$ cat src/rtl/core/cmed_pkg.sv
// Shared types for the closest-match edit distance block.
// Used by the front end, the queue and the DP engine; no dependencies.
`timescale 1ns / 1ps
package cmed_pkg;

    // One classified input item as it travels from the front end to the engine.
    typedef struct packed {
        logic       is_cand;
        logic [7:0] char_code;
        logic       has_char;
        logic       end_of_string;
        logic       end_of_list;
    } cmed_item_t;

    localparam logic [15:0] IndexMax  = 16'hFFFF;
    localparam logic [5:0]  DistMax   = 6'd63;

endpackage

$ cat src/rtl/core/cmed_queue.sv
// Short FIFO between the input front end and the DP engine.
// Depends on cmed_pkg for the item type.
`timescale 1ns / 1ps
module cmed_queue (
    input  logic                clk,
    input  logic                rst_n,
    input  logic                push,
    input  cmed_pkg::cmed_item_t push_item,
    output logic                full,
    input  logic                pop,
    output logic                empty,
    output cmed_pkg::cmed_item_t pop_item
);
    import cmed_pkg::*;

    cmed_item_t  slot_reg [2];
    logic        wr_ptr_reg, wr_ptr_next;
    logic        rd_ptr_reg, rd_ptr_next;
    logic [1:0]  count_reg, count_next;

    assign full     = (count_reg == 2'd2);
    assign empty    = (count_reg == 2'd0);
    assign pop_item = slot_reg[rd_ptr_reg];

    // Pointer and fill-count update.
    always_comb
    begin
        wr_ptr_next = wr_ptr_reg ^ (push && !full);
        rd_ptr_next = rd_ptr_reg ^ (pop && !empty);
        count_next  = count_reg + {1'b0, push && !full} - {1'b0, pop && !empty};
    end

    always_ff @(posedge clk or negedge rst_n)
    begin
        if (!rst_n)
        begin
            wr_ptr_reg <= 1'b0;
            rd_ptr_reg <= 1'b0;
            count_reg  <= 2'd0;
        end
        else
        begin
            wr_ptr_reg <= wr_ptr_next;
            rd_ptr_reg <= rd_ptr_next;
            count_reg  <= count_next;
        end
    end

    // Payload slots need no reset.
    always_ff @(posedge clk)
    begin
        if (push && !full)
            slot_reg[wr_ptr_reg] <= push_item;
    end

`ifndef SYNTHESIS
    a_count_range: assert property (@(posedge clk) disable iff (!rst_n)
        count_reg != 2'd3) else $error("queue count out of range");
    a_no_overfill: assert property (@(posedge clk) disable iff (!rst_n)
        full && !pop |=> full) else $error("full queue lost an entry");
    a_empty_stays: assert property (@(posedge clk) disable iff (!rst_n)
        empty && !push |=> empty) else $error("empty queue gained an entry");
`endif
endmodule

$ cat src/rtl/core/cmed_front.sv
// Input front end: takes item transfers and pushes them into the queue.
// Depends on cmed_pkg for the item type.
`timescale 1ns / 1ps
module cmed_front (
    input  logic                 valid_in,
    output logic                 stall_in,
    input  logic                 operation,
    input  logic [7:0]           char_code,
    input  logic                 has_char,
    input  logic                 end_of_string,
    input  logic                 end_of_list,
    input  logic                 q_full,
    output logic                 q_push,
    output cmed_pkg::cmed_item_t q_item
);
    import cmed_pkg::*;

    // Classify the item; end of list only matters on candidate items.
    always_comb
    begin
        q_item.is_cand       = operation;
        q_item.char_code     = char_code;
        q_item.has_char      = has_char;
        q_item.end_of_string = end_of_string;
        q_item.end_of_list   = end_of_list && operation;
        stall_in             = q_full;
        q_push               = valid_in && !q_full;
    end
endmodule

$ cat src/rtl/core/cmed_engine.sv
// DP engine: stores the target and walks one DP column per candidate character.
// Depends on cmed_pkg for the item type and output limits.
`timescale 1ns / 1ps
module cmed_engine #(
    parameter int MAX_LEN = 32
) (
    input  logic                 clk,
    input  logic                 rst_n,
    input  logic                 q_empty,
    input  cmed_pkg::cmed_item_t q_item,
    output logic                 q_pop,
    output logic                 out_valid,
    input  logic                 out_stall,
    output logic [15:0]          option_index,
    output logic [5:0]           distance,
    output logic [15:0]          best_index,
    output logic [5:0]           best_distance,
    output logic                 is_new_best,
    output logic                 truncated,
    output logic                 last
);
    import cmed_pkg::*;

    localparam int AW = $clog2(MAX_LEN + 1);
    localparam int TW = (MAX_LEN > 1) ? $clog2(MAX_LEN) : 1;
    localparam int LW = $clog2(MAX_LEN + 2);
    localparam int DW = $clog2(2 * MAX_LEN + 2);
    localparam logic [LW-1:0] MaxLen = LW'(MAX_LEN);

    typedef enum logic [1:0] { S_IDLE, S_INIT, S_STEP, S_CLOSE } state_t;

    // Target and DP column memories; one read each per cycle.
    logic [7:0]    tgt_mem [MAX_LEN];
    logic [DW-1:0] col_mem [MAX_LEN + 1];

    state_t        state_reg;
    cmed_item_t    item_reg;
    logic [LW-1:0] tlen_reg;
    logic          tclosed_reg, tovf_reg;
    logic [LW-1:0] clen_reg;
    logic          covf_reg, copen_reg;
    logic [15:0]   ccount_reg, bidx_reg;
    logic [DW-1:0] bdist_reg;
    logic          bvalid_reg;
    logic [AW-1:0] row_reg;
    logic [DW-1:0] diag_reg, up_reg;
    logic [7:0]    tch_rd_reg;
    logic [DW-1:0] col_rd_reg;
    logic          rd_ok_reg;
    logic          do_step_reg;

    logic          out_full;
    logic          res_fire;
    logic [AW-1:0] rd_row;
    logic [DW-1:0] cell_new;
    logic [DW-1:0] m1;

    assign out_full = out_valid && out_stall;
    assign q_pop    = (state_reg == S_IDLE) && !q_empty && !out_full;
    assign res_fire = (state_reg == S_CLOSE) && !do_step_reg && rd_ok_reg && !out_full
                      && (item_reg.end_of_string || item_reg.end_of_list);

    function automatic logic [5:0] sat6(input logic [DW-1:0] v);
        if (DW > 6 && v > DW'(DistMax))
            return DistMax;
        return 6'(v);
    endfunction

    // One DP cell: diagonal on match, else one plus the smallest neighbor.
    always_comb
    begin
        m1 = (col_rd_reg < up_reg) ? col_rd_reg : up_reg;
        m1 = (m1 < diag_reg) ? m1 : diag_reg;
        cell_new = (tch_rd_reg == item_reg.char_code) ? diag_reg : m1 + DW'(1);
    end

    // Row whose cells are needed in the next cycle.
    always_comb
    begin
        if (state_reg == S_STEP && rd_ok_reg)
            rd_row = row_reg + AW'(1);
        else if (state_reg == S_CLOSE && !do_step_reg && !rd_ok_reg && tlen_reg != '0)
            rd_row = AW'(tlen_reg - LW'(1));
        else
            rd_row = row_reg;
    end

    // Memory reads for the next row, registered.
    always_ff @(posedge clk)
    begin
        tch_rd_reg <= tgt_mem[(rd_row < AW'(MAX_LEN)) ? TW'(rd_row) : TW'(0)];
        col_rd_reg <= col_mem[(rd_row < AW'(MAX_LEN)) ? rd_row + AW'(1) : AW'(0)];
    end

    // Memory writes.
    always_ff @(posedge clk)
    begin
        if (state_reg == S_IDLE && q_pop && !q_item.is_cand && q_item.has_char
            && !(tclosed_reg ? 1'b0 : (tlen_reg >= MaxLen)))
            tgt_mem[tclosed_reg ? TW'(0) : TW'(tlen_reg)] <= q_item.char_code;
        if (state_reg == S_INIT)
            col_mem[row_reg] <= DW'(row_reg);
        else if (state_reg == S_STEP && rd_ok_reg)
            col_mem[row_reg + AW'(1)] <= cell_new;
        else if (state_reg == S_STEP && !rd_ok_reg)
            col_mem[0] <= DW'(clen_reg);
    end

    always_ff @(posedge clk or negedge rst_n)
    begin
        if (!rst_n)
        begin
            state_reg   <= S_IDLE;
            tlen_reg    <= '0;
            tclosed_reg <= 1'b1;
            tovf_reg    <= 1'b0;
            clen_reg    <= '0;
            covf_reg    <= 1'b0;
            copen_reg   <= 1'b0;
            ccount_reg  <= '0;
            bidx_reg    <= '0;
            bdist_reg   <= '0;
            bvalid_reg  <= 1'b0;
            row_reg     <= '0;
            diag_reg    <= '0;
            up_reg      <= '0;
            rd_ok_reg   <= 1'b0;
            do_step_reg <= 1'b0;
            out_valid   <= 1'b0;
            item_reg    <= '0;
            option_index  <= '0;
            distance      <= '0;
            best_index    <= '0;
            best_distance <= '0;
            is_new_best   <= 1'b0;
            truncated     <= 1'b0;
            last          <= 1'b0;
        end
        else
        begin
            if (res_fire)
                out_valid <= 1'b1;
            else if (out_valid && !out_stall)
                out_valid <= 1'b0;
            unique case (state_reg)
                S_IDLE:
                begin
                    if (q_pop)
                    begin
                        item_reg <= q_item;
                        if (!q_item.is_cand)
                        begin
                            // Target item: a new target restarts everything.
                            if (tclosed_reg)
                            begin
                                tovf_reg   <= 1'b0;
                                copen_reg  <= 1'b0;
                                ccount_reg <= '0;
                                bidx_reg   <= '0;
                                bdist_reg  <= '0;
                                bvalid_reg <= 1'b0;
                                tlen_reg   <= q_item.has_char ? LW'(1) : '0;
                            end
                            else if (q_item.has_char)
                            begin
                                if (tlen_reg < MaxLen)
                                    tlen_reg <= tlen_reg + LW'(1);
                                else
                                    tovf_reg <= 1'b1;
                            end
                            tclosed_reg <= q_item.end_of_string;
                        end
                        else
                        begin
                            tclosed_reg <= 1'b1;
                            row_reg     <= '0;
                            do_step_reg <= q_item.has_char;
                            if (!copen_reg)
                            begin
                                clen_reg  <= '0;
                                covf_reg  <= 1'b0;
                                copen_reg <= 1'b1;
                                state_reg <= S_INIT;
                            end
                            else
                                state_reg <= S_CLOSE;
                        end
                    end
                end
                S_INIT:
                begin
                    // Column starts as 0..m.
                    if (row_reg[AW-1:0] == tlen_reg[AW-1:0])
                    begin
                        row_reg   <= '0;
                        state_reg <= S_CLOSE;
                    end
                    else
                        row_reg <= row_reg + AW'(1);
                end
                S_STEP:
                begin
                    if (!rd_ok_reg)
                    begin
                        // Row zero written; first read is in flight.
                        rd_ok_reg <= 1'b1;
                        up_reg    <= DW'(clen_reg);
                    end
                    else
                    begin
                        diag_reg <= col_rd_reg;
                        up_reg   <= cell_new;
                        if (LW'(row_reg) + LW'(1) >= tlen_reg)
                        begin
                            rd_ok_reg <= 1'b0;
                            state_reg <= S_CLOSE;
                        end
                        else
                            row_reg <= row_reg + AW'(1);
                    end
                end
                S_CLOSE:
                begin
                    if (do_step_reg)
                    begin
                        do_step_reg <= 1'b0;
                        if (clen_reg < MaxLen)
                        begin
                            // Row zero of the old column equals the old length.
                            clen_reg  <= clen_reg + LW'(1);
                            diag_reg  <= DW'(clen_reg);
                            row_reg   <= '0;
                            rd_ok_reg <= 1'b0;
                            state_reg <= S_STEP;
                        end
                        else
                            covf_reg <= 1'b1;
                    end
                    else if (item_reg.end_of_string || item_reg.end_of_list)
                    begin
                        // Result needs the last cell; read it here.
                        if (!rd_ok_reg)
                        begin
                            row_reg   <= (tlen_reg == '0) ? AW'(0) : AW'(tlen_reg - LW'(1));
                            rd_ok_reg <= 1'b1;
                        end
                        else if (!out_full)
                        begin
                            rd_ok_reg <= 1'b0;
                            state_reg <= S_IDLE;
                            copen_reg <= 1'b0;
                            option_index <= ccount_reg;
                            distance     <= sat6(tlen_reg == '0 ? diag_reg : col_rd_reg);
                            truncated    <= tovf_reg || covf_reg;
                            last         <= item_reg.end_of_list;
                            if (!bvalid_reg
                                || (tlen_reg == '0 ? diag_reg : col_rd_reg) < bdist_reg)
                            begin
                                is_new_best   <= 1'b1;
                                best_index    <= ccount_reg;
                                best_distance <= sat6(tlen_reg == '0 ? diag_reg : col_rd_reg);
                                bidx_reg      <= ccount_reg;
                                bdist_reg     <= (tlen_reg == '0) ? diag_reg : col_rd_reg;
                                bvalid_reg    <= 1'b1;
                            end
                            else
                            begin
                                is_new_best   <= 1'b0;
                                best_index    <= bidx_reg;
                                best_distance <= sat6(bdist_reg);
                            end
                            if (item_reg.end_of_list)
                            begin
                                ccount_reg <= '0;
                                bidx_reg   <= '0;
                                bdist_reg  <= '0;
                                bvalid_reg <= 1'b0;
                            end
                            else if (ccount_reg != IndexMax)
                                ccount_reg <= ccount_reg + 16'd1;
                        end
                    end
                    else
                    begin
                        rd_ok_reg <= 1'b0;
                        state_reg <= S_IDLE;
                    end
                end
                default: state_reg <= S_IDLE;
            endcase
            // Column zero: diag for an empty target is row zero of the column.
            if (state_reg == S_CLOSE && !do_step_reg && !rd_ok_reg)
                diag_reg <= (tlen_reg == '0) ? DW'(clen_reg) : diag_reg;
        end
    end

`ifndef SYNTHESIS
    a_pop_idle: assert property (@(posedge clk) disable iff (!rst_n)
        q_pop |-> state_reg == S_IDLE) else $error("pop outside idle");
    a_len_bound: assert property (@(posedge clk) disable iff (!rst_n)
        tlen_reg <= MaxLen && clen_reg <= MaxLen) else $error("length overflow");
    a_best_valid: assert property (@(posedge clk) disable iff (!rst_n)
        out_valid && is_new_best |-> best_index == option_index
        && best_distance == distance) else $error("new best does not match result");
`endif
endmodule

$ cat src/rtl/core/closest_match_edit_distance.sv
// Top level of the closest-match edit distance block.
// Depends on cmed_pkg, cmed_front, cmed_queue and cmed_engine.
`timescale 1ns / 1ps
// Streams a target string, then candidate strings, one byte per transfer, and
// returns one result per closed candidate with its Levenshtein distance and
// the running best (first wins ties). Each candidate byte walks down the stored
// DP column, one cell per cycle; opening a candidate first resets the column.
// A two-entry queue lets input transfers continue while the engine is busy.
module closest_match_edit_distance #(
    parameter int MAX_LEN = 32
) (
    input  logic        clk,
    input  logic        rst_n,
    input  logic        in_valid,
    output logic        in_stall,
    input  logic        operation,
    input  logic [7:0]  char_code,
    input  logic        has_char,
    input  logic        end_of_string,
    input  logic        end_of_list,
    output logic        out_valid,
    input  logic        out_stall,
    output logic [15:0] option_index,
    output logic [5:0]  distance,
    output logic [15:0] best_index,
    output logic [5:0]  best_distance,
    output logic        is_new_best,
    output logic        truncated,
    output logic        last
);
    import cmed_pkg::*;

    cmed_item_t push_item, pop_item;
    logic       push, full, pop, empty;

    cmed_front u_front (
        .valid_in(in_valid), .stall_in(in_stall), .operation(operation),
        .char_code(char_code), .has_char(has_char), .end_of_string(end_of_string),
        .end_of_list(end_of_list), .q_full(full), .q_push(push), .q_item(push_item)
    );

    cmed_queue u_queue (
        .clk(clk), .rst_n(rst_n), .push(push), .push_item(push_item), .full(full),
        .pop(pop), .empty(empty), .pop_item(pop_item)
    );

    cmed_engine #(.MAX_LEN(MAX_LEN)) u_engine (
        .clk(clk), .rst_n(rst_n), .q_empty(empty), .q_item(pop_item), .q_pop(pop),
        .out_valid(out_valid), .out_stall(out_stall), .option_index(option_index),
        .distance(distance), .best_index(best_index), .best_distance(best_distance),
        .is_new_best(is_new_best), .truncated(truncated), .last(last)
    );
endmodule

$ cat config.mk
export PLATFORM = sky130hd
export DESIGN_NAME = closest_match_edit_distance
export DESIGN_NICKNAME = d
export VERILOG_FILES = /design/src/rtl/core/cmed_pkg.sv /design/src/rtl/core/cmed_queue.sv /design/src/rtl/core/cmed_front.sv /design/src/rtl/core/cmed_engine.sv /design/src/rtl/core/closest_match_edit_distance.sv
export SDC_FILE = /design/constraint.sdc
export NUM_CORES = 1
export LEC_CHECK = 0
export BUFFER_PORTS_ARGS = -buffer_cell sky130_fd_sc_hd__buf_2
export CORE_MARGIN = 10
export CORE_UTILIZATION = 55
export DETAILED_ROUTE_END_ITERATION = 8
export PLACE_DENSITY_LB_ADDON = 0.08
export SYNTH_ARGS = -nofsm -noshare
export SYNTH_HDL_FRONTEND = slang
export SYNTH_HIERARCHICAL = 1
export SYNTH_SLANG_ARGS = --single-unit
$ cat constraint.sdc
create_clock -name clk -period 10.9 [get_ports clk]
set_clock_uncertainty 0.05 [all_clocks]
set_input_delay 1.635 -clock clk [delete_from_list [all_inputs] [get_ports clk]]
set_output_delay 1.635 -clock clk [all_outputs]
set_load 0.05 [all_outputs]
==> impl.org, run 1 <==
** Run status
- The flow ran to the end, and the final reports show no timing, DRC or antenna violations.

** GRT
- The number of antenna violations at the first check in global routing is 0.
- Via count of the first global-routing pass :: 19000
- Pin count of the biggest net entering global routing :: 88
- First-pass GRT wire length :: 117 mm
- Overflow left after global routing :: 0
- Global routing used 24.0% of the available tracks.

** Worst setup path
- Endpoint of the lowest-slack register-to-register path :: u_engine/col_mem[6][6]$_DFFE_PP_
- Kind of launch point of the worst setup path :: flip-flop
- Data on the critical path arrives at its endpoint at 6.57 ns.
- Maximum net fanout on the critical path :: 33
- The most critical setup path has its endpoint at u_engine/col_mem[6][6]$_DFFE_PP_.
- In this run the worst setup path begins at u_engine/col_rd_reg[4]$_DFF_P_.
- Start of the worst register-to-register path :: u_engine/col_rd_reg[4]$_DFF_P_
- R2R cell count :: 20
- The worst setup path is captured at a flip-flop.
- Required time of the critical path :: 11.22 ns
- By startpoint and endpoint, the worst setup path is classified as flip-flop to flip-flop.
- Worst R2R Setup Slack :: 4.65 ns

** Layout
- Flip-flop count of the largest register after layout :: 256
- Post-route core utilization :: 60.9%
- From synthesis to final layout, the design area changed by 9.87%.
- Antenna cell count :: 0
- Counting the fill cells in the layout gives 4242.
- Final nets :: 2499
- Final non-filler cell area :: 32600 sq um
- In the final layout, the share of cells above drive strength 1 is 10.7%.
- Cell Count, Final, Fillers Out :: 3192

** Route
- Post-detailed-routing wire length :: 77.3 mm
- The first TritonRoute pass finished after 5 iterations.
- The detail route stage leaves a number of antenna-violating nets equal to 0.
- After detailed routing, the number of remaining DRC violations is 0.
- Initial DRC Count :: 2403
- Vias :: 20300
- Average wire per standard cell :: 24.2 um
- Dividing the detail-routed via count by the number of cells gives 6.37.

** Clock network
- Total number of clock tree sinks :: 668
- Clock root cell :: sky130_fd_sc_hd__clkbuf_16
- H-tree depth reported by CTS :: 3
- Number of CTS-inserted buffers :: 71
- Worst-Skew Late Latency :: 0.61 ns
- Clk slew on worst S/H paths :: 0.06 ns
- Resized cells post-CTS :: 0
- # Post-CTS Setup Buffers :: 0
- Max Buffers Root-to-Sink :: 3
- TritonCTS clock tree :: built
- Buffers inserted to repair hold after CTS numbered 0.

** Power
- Seq pwr share :: 53.3%
- The clock network accounts for 43.8% of the total power.
- Per report_power, the combinational group accounts for 2.9% of the total.
- Overall power consumption after layout is estimated at 5.27 mW.
- Cell internal power was estimated by the tool at 4.18 mW.
- The worst-case IR drop observed on VDD is 139 uV.
- Net switching is 20.8% of the power.
- The analysis attributes to cell leakage a power of 11.9 nW.
- Pwr per Cell Area :: 162 nW/um^2
- The analysis attributes to net switching a power of 1.10 mW.

** Run
- Max-cap violations :: 0

** Timing
- Adding up every negative setup slack in the final design gives 0 ns.
- At the pin with the least slew margin, the transition time is 1.24 ns.
- Post-route fraction of the period consumed by the critical path :: 57.3%
- Unrepaired setup endpoints after global routing :: no
- The final count of pins violating max slew is 0.
- Post-Route Hold Slack :: 0.423 ns
- The final number of hold-violating endpoints is 0.
- Highest achievable clock rate :: 160 MHz
- Total setup violations reported at the end of the flow :: 0
- Worst slew margin :: 17.0%
- Subtracting the final worst setup slack from the clock period gives 6.25 ns.
- Setup slack closes at 4.65 ns.

** Placed design
- Total cell area at the placement stage :: 30400 sq um
- Weighted congestion reported at the end of routability-driven placement :: 0.914
- Cell count after placement :: 3063
- Worst slack at placement :: 4.74 ns
- Quantity of I/O buffers inserted on ports :: 64
- Detailed placement ended at an HPWL of 49.2 mm.

** Yosys
- In the synthesized netlist the async set-or-reset flop fraction comes to 21.3%.
- Number of unique standard cell types used by synthesis :: 86
- Post-synthesis cell count :: 2445
- Number of enable flip-flop cells after synthesis :: 511
- Post-Syn Nets :: 2503
- Most frequently used flop master after synthesis :: sky130_fd_sc_hd__edfxtp_1
- Mean post-synth cell area :: 12.1 sq um
- Synth Cell Area :: 29700 sq um
- Register bit total from synthesis :: 668
- Sequential fraction of the synthesis area :: 64.6%
- The Yosys step of the flow raised 6 warnings.

** Die
- Top-level I/O count :: 65
- From left edge to right edge, the die measures 252 um.
- Die height :: 252 um
- Die Outline Area :: 63700 sq um
- Once the floorplan was initialized, standard cells occupied 55.4% of the core.
- Site row count :: 85
- Area of the core :: 53600 sq um

** Min path
- Start point of the worst hold path :: u_engine/option_index[4]$_DFFE_PN0P_
- The path class of the tightest hold or removal check is flip-flop to flip-flop.
cell usage after synthesis, drive strengths merged, types with 12 or more instances:
library cell,instances,area share [%]
clkbuf,99,1.3
nand2b,13,0.27
buf,72,1.4
a22o,27,0.80
o31ai,15,0.38
edfxtp,511,52
xnor2,28,0.83
o211ai,26,0.66
nand4,25,0.53
a31oi,39,0.82
mux2i,58,2.0
a311oi,34,1.0
o311ai,25,0.74
dfrtp,141,12
a21oi,66,1.1
o21ai,75,1.3
a221oi,22,0.65
or3,37,0.78
ha,42,1.8
nand2,370,4.7
and2,18,0.39
nor2,195,2.5
nand3,66,1.1
nor3,79,1.3
and3,30,0.63
dfxtp,15,1.0
a211oi,41,1.0
o21bai,12,0.30
xor2,12,0.35
mux2,33,1.4
inv,55,0.70
o22ai,13,0.29
cells in the final DEF (no fill, tap or decap), types with 13 or more instances in the layout:
cell type                   count
sky130_fd_sc_hd__nand2b_1      13
sky130_fd_sc_hd__nand4_1       25
sky130_fd_sc_hd__or3_1         37
sky130_fd_sc_hd__o311ai_0      24
sky130_fd_sc_hd__a311oi_1      34
sky130_fd_sc_hd__clkbuf_16     72
sky130_fd_sc_hd__buf_2         63
sky130_fd_sc_hd__nand2_1      369
sky130_fd_sc_hd__and2_1        17
sky130_fd_sc_hd__nor3_1        79
sky130_fd_sc_hd__a31oi_1       37
sky130_fd_sc_hd__a221oi_1      22
sky130_fd_sc_hd__a211oi_1      41
sky130_fd_sc_hd__nand3_1       64
sky130_fd_sc_hd__ha_1          41
sky130_fd_sc_hd__mux2i_1       58
sky130_fd_sc_hd__nor2_1       189
sky130_fd_sc_hd__o21ai_0       67
sky130_fd_sc_hd__and3_1        29
sky130_fd_sc_hd__inv_1         53
sky130_fd_sc_hd__dfrtp_1      141
sky130_fd_sc_hd__buf_4         29
sky130_fd_sc_hd__o31ai_1       14
sky130_fd_sc_hd__clkinv_1      14
sky130_fd_sc_hd__dfxtp_1       15
sky130_fd_sc_hd__o211ai_1      26
sky130_fd_sc_hd__a21oi_1       64
sky130_fd_sc_hd__mux2_2        20
sky130_fd_sc_hd__clkbuf_1      17
sky130_fd_sc_hd__xnor2_1       28
sky130_fd_sc_hd__clkinv_2      15
sky130_fd_sc_hd__edfxtp_1     511
sky130_fd_sc_hd__a22o_1        27
how the worst min path moves through the flow:
stage                                           end  slack [ns]  cells past startpoint
2_1_floorplan        u_engine/col_rd_reg[5]$_DFF_P_        0.38                      2
3_3_place_gp     u_engine/best_index[3]$_DFFE_PN0P_        0.41                      2
3_5_place_dp       u_engine/is_new_best$_DFFE_PN0P_        0.42                      2
4_1_cts        u_engine/option_index[0]$_DFFE_PN0P_        0.43                      2
5_1_grt        u_engine/option_index[4]$_DFFE_PN0P_        0.45                      2
6_report       u_engine/option_index[4]$_DFFE_PN0P_        0.42                      2
kinds of logic after synthesis:
| group | Yosys count | synth area share [%] |
|---|---|---|
| simple gates | 871 | 13.1 |
| flops | 668 | 64.6 |
| compound gates | 504 | 12.4 |
| buf+inv | 227 | 3.35 |
| mux | 93 | 3.47 |
| fa+ha+maj | 42 | 1.77 |
| xor+xnor | 40 | 1.18 |
metal layers:
layer	vias up	track usage, %	routed length [um]
met5	-	0	0
li1	9164	-	-
met2	926	35.1	34500
met3	104	4.86	7180
met1	10100	36.0	34300
met4	0	6.47	1390
worst max-delay path: stages, from the launching register on:
cell	delay (ns)
sky130_fd_sc_hd__dfxtp_1	0.49
sky130_fd_sc_hd__ha_1	0.31
sky130_fd_sc_hd__a21oi_1	0.13
sky130_fd_sc_hd__nor2_1	0.05
sky130_fd_sc_hd__a211oi_1	0.27
sky130_fd_sc_hd__o21a_1	0.58
sky130_fd_sc_hd__mux2_2	0.44
sky130_fd_sc_hd__ha_1	0.30
sky130_fd_sc_hd__a21o_1	0.17
sky130_fd_sc_hd__a21o_1	0.18
sky130_fd_sc_hd__a211oi_1	0.49
sky130_fd_sc_hd__and2_1	0.39
sky130_fd_sc_hd__nor2_1	0.10
sky130_fd_sc_hd__a21oi_1	0.13
sky130_fd_sc_hd__ha_1	0.31
sky130_fd_sc_hd__nand3_1	0.14
sky130_fd_sc_hd__or3_1	0.33
sky130_fd_sc_hd__or4_1	0.40
sky130_fd_sc_hd__o221ai_1	0.16
sky130_fd_sc_hd__nor3b_2	0.23
sky130_fd_sc_hd__buf_4	0.37
power by group through the flow:
stage	sequential (mW)	clock [mW]	combinational [mW]
detailed placement	2.87	0	0.153
global placement	2.86	0	0.147
global route	2.81	2.46	0.167
floorplan	2.86	0	0.0844
finish	2.81	2.31	0.150
CTS	2.81	2.35	0.153
cell type report:
| class | count | area (sq um) | share of cell area, % |
|---|---|---|---|
| clock buffer | 91 | 1890 | 5.80 |
| clock inverter | 37 | 319 | 0.978 |
| inverter | 56 | 211 | 0.648 |
| multi-input combinational | 1550 | 9570 | 29.3 |
| sequential | 668 | 19200 | 58.8 |
| tap | 696 | 871 | 2.67 |
| timing repair buffer | 94 | 572 | 1.75 |
(Power assumes the default switching activity.)
==> inputs of run 2 (changes only) <==
Clock period 10.9 ns to 6.34 ns, I/O delays scaled along.
==> run 2 against run 1 <==
Clock power grew 71%. Sequential share of layout area shrank 0.31 points. Via count shrank 0.49%. Flip-flop and latch count is the same. Hold slack lost 0.0075 ns. Fmax grew 6.2%. Final area grew 0.53%. Critical path type unchanged. Critical endpoint is now u_engine/col_mem[2][4]$_DFFE_PP_.
==> impl.org, run 2 (synthesis gave the netlist of run 1 again) <==
** Die
- The height of the die came to 252 um (unchanged).
- Area of the core :: 53600 sq um (unchanged)
- The initial core utilization came to 55.4% (unchanged).
- Die X-Extent :: 252 um (unchanged)
- The area of the die came to 63700 sq um (unchanged).
- The I/O pin count was 65 (unchanged).
- The number of standard-cell rows in the floorplan was 85 (unchanged).

** GRT
- The global-route wire length before repair came to 120 mm (was 117 mm).
- The via count of the first global-routing pass is 19300 (was 19000).
- The sum of overflow across all layers after global routing came to 0 (unchanged).
- Initial antenna violation count :: 1 (was 0)
- GRT Util Overall :: 24.5% (was 24.0%)
- The maximum number of pins on one net before global-route repair is 110 (was 88).

** Route
- The number of vias in the routed layout was 20200 (was 20300).
- The final routed wire length divided by cell count came to 24.3 um (was 24.2 um).
- The iteration count of the initial detailed-routing pass is 5 (unchanged).
- The per-cell via count in the routed design is 6.29 (was 6.37).
- The remaining number of nets flagged by the antenna check after routing came to 0 (unchanged).
- The count of routing violations after the opening detailed-route iteration is 2076 (was 2403).
- The wire length after detailed routing is 78.1 mm (was 77.3 mm).
- The number of design rule violations left after detail routing came to 0 (unchanged).

** Timing
- Post-route fraction of the period consumed by the critical path :: 92.8% (was 57.3%)
- The final number of hold-violating endpoints was 0 (unchanged).
- The headroom to the max-slew limit is 15.9% (was 17.0%).
- The minimum clock period after layout is 5.88 ns (was 6.25 ns).
- The aggregate negative setup slack came to 0 ns (unchanged).
- Highest achievable clock rate :: 170 MHz (was 160 MHz)
- Total setup violations reported at the end of the flow :: 0 (unchanged)
- Slew Limit Fails :: 0 (unchanged)
- The slew at the pin with the worst max-slew slack came to 1.26 ns (was 1.24 ns).
- Unrepaired setup endpoints after global routing :: no (unchanged)

** Clock network
- The number of buffers added for setup after CTS came to 0 (unchanged).
- The cell at the root of the clock tree is sky130_fd_sc_hd__clkbuf_16 (unchanged).
- H-tree depth reported by CTS :: 3 (unchanged)
- Total number of clock tree sinks :: 668 (unchanged)
- The count of cells resized by post-cts repair is 0 (unchanged).
- Number of CTS-inserted buffers :: 70 (was 71)
- Clk slew on worst S/H paths :: 0.06 ns (about the same)
- Hold bufs inserted after CTS :: 0 (unchanged)
- The clock latency on the worst-skew pair came to 0.61 ns (about the same).
- TritonCTS clock tree :: built (unchanged)
- Max Buffers Root-to-Sink :: 3 (unchanged)

** Run
- Max-cap violations :: 0 (unchanged)

** Power
- The internal power component was 7.14 mW (was 4.18 mW).
- Switching fraction of total power :: 21.0% (was 20.8%)
- The switching power was 1.89 mW (was 1.10 mW).
- Seq pwr share :: 53.5% (was 53.3%)
- Leakage power :: 12.0 nW (was 11.9 nW)
- The highest ir drop seen on vdd came to 283 uV (was 139 uV).
- Combinational group share of total power :: 2.9% (about the same)
- The power per cell area came to 275 nW/um^2 (was 162 nW/um^2).
- Fraction of power consumed by the clock network :: 43.6% (was 43.8%)

** Min path
- The startpoint of the tightest hold check path is u_engine/option_index[4]$_DFFE_PN0P_ (unchanged).
- Classification of the worst-slack hold path :: flip-flop to flip-flop (unchanged)

** Worst setup path
- Required time of the critical path :: 6.72 ns (was 11.22 ns)
- The data arrival time of the critical path was 6.26 ns (was 6.57 ns).
- Kind of launch point of the worst setup path :: flip-flop (unchanged)
- Critical path origin :: u_engine/up_reg[4]$_DFFE_PN0P_ (was u_engine/col_rd_reg[4]$_DFF_P_)
- The critical-path maximum fanout came to 17 (was 33).
- The category of the most critical setup path is flip-flop to flip-flop (unchanged).
- Critical path capture point type :: flip-flop (unchanged)
- Start of the worst register-to-register path :: u_engine/up_reg[4]$_DFFE_PN0P_ (was u_engine/col_rd_reg[4]$_DFF_P_)

** Placed design
- The count of input and output buffers was 64 (unchanged).
- HPWL after detailed placement :: 50.7 mm (was 49.2 mm)
- The routability congestion estimate from global placement is 0.965 (was 0.914).

** Layout
- Final nets :: 2522 (was 2499)
- The ratio of cells with drive above 1 in the final layout is 11.6% (was 10.7%).
- Most frequent cells in the layout :: sky130_fd_sc_hd__edfxtp_1 (511), sky130_fd_sc_hd__nand2_1 (369), sky130_fd_sc_hd__nor2_1 (189) (unchanged)
- Post-route core utilization :: 61.2% (was 60.9%)
- Flip-flop count of the largest register after layout :: 256 (unchanged)
- Commonest non-fill, non-tap cell in the layout :: sky130_fd_sc_hd__edfxtp_1 (unchanged)
- Fill cell total of the finished layout :: 4325 (was 4242)
- Antenna cell count :: 0 (unchanged)
- The area growth from synthesis to final layout was 10.5% (was 9.87%).

** Run status
- Outcome :: finished clean (unchanged)
## run 2: changes by cell type in the layout (fill, tap and decap cells not counted), sizes merged
cell	delta
buf	+24
clkbuf	-7
inv	+4
clkinv	+2
bufinv	-1
## run 2: path summary, 6_finish.rpt
| kind | to | slack [ns] | cells past startpoint |
|---|---|---|---|
| min in group asynchronous | u_engine/best_index[10]$_DFFE_PN0P_ | 0.43 | 1 |
| max | u_engine/col_mem[2][4]$_DFFE_PP_ | 0.46 | 21 |
| min reg2reg | u_engine/option_index[4]$_DFFE_PN0P_ | 0.42 | 2 |
| max reg2reg | u_engine/col_mem[2][4]$_DFFE_PP_ | 0.46 | 21 |
| min | u_engine/option_index[4]$_DFFE_PN0P_ | 0.42 | 2 |
| max in group asynchronous | u_engine/tclosed_reg$_DFFE_PN1P_ | 4.63 | 2 |
## run 2: stage by stage
step	hold slack (ns)	setup slack (ns)	total power [mW]	cell area (sq um)	instances
3_5_place_dp	0.409	0.558	5.19	30600	3088
6_report	0.416	0.457	9.03	32800	3214
5_1_grt	0.453	0.0194	9.33	32800	3214
3_3_place_gp	0.405	0.599	5.18	30600	3088
4_1_cts	0.423	0.499	9.11	32800	3214
2_1_floorplan	0.384	0.311	5.07	29700	2445
## run 2: layer usage
| metal | vias up | global-route usage, % | routed length, um |
|---|---|---|---|
| li1 | 9196 | - | - |
| met1 | 10000 | 36.0 | 34300 |
| met2 | 886 | 36.0 | 34900 |
| met3 | 104 | 5.33 | 7350 |
| met4 | 0 | 6.96 | 1520 |
| met5 | - | 0 | 0 |
## run 2: critical path: stages, from the launching register on
cell	delay, ns
sky130_fd_sc_hd__dfrtp_1	0.42
sky130_fd_sc_hd__inv_1	0.07
sky130_fd_sc_hd__ha_1	0.31
sky130_fd_sc_hd__a21oi_1	0.13
sky130_fd_sc_hd__nor2_1	0.05
sky130_fd_sc_hd__a211oi_1	0.27
sky130_fd_sc_hd__o21a_1	0.43
sky130_fd_sc_hd__mux2_2	0.41
sky130_fd_sc_hd__ha_1	0.30
sky130_fd_sc_hd__a21o_1	0.16
sky130_fd_sc_hd__a21o_1	0.17
sky130_fd_sc_hd__a211oi_1	0.23
sky130_fd_sc_hd__buf_4	0.17
sky130_fd_sc_hd__and2_1	0.19
sky130_fd_sc_hd__nor2_1	0.07
sky130_fd_sc_hd__a21oi_1	0.13
sky130_fd_sc_hd__ha_1	0.32
sky130_fd_sc_hd__nand3_1	0.17
sky130_fd_sc_hd__a31oi_1	0.20
sky130_fd_sc_hd__o2111ai_1	0.21
sky130_fd_sc_hd__a31oi_2	0.88
sky130_fd_sc_hd__buf_4	0.36
## run 2: power by group through the flow
stage	Combinational (mW)	Sequential [mW]	Clock, mW
6_report	0.261	4.84	3.94
5_1_grt	0.288	4.84	4.20
3_5_place_dp	0.267	4.93	0
2_1_floorplan	0.145	4.92	0
4_1_cts	0.267	4.84	4.01
3_3_place_gp	0.255	4.92	0
## run 2: area by class of cell
cell class | instances | area [sq um] | area share, %
well taps | 696 | 871 | 2.65
clock buffers | 84 | 1870 | 5.69
flip-flops and latches | 668 | 19200 | 58.5
clock inverters | 42 | 328 | 0.999
repair buffers | 118 | 757 | 2.31
inverters | 56 | 211 | 0.645
multi-input cells | 1550 | 9580 | 29.2
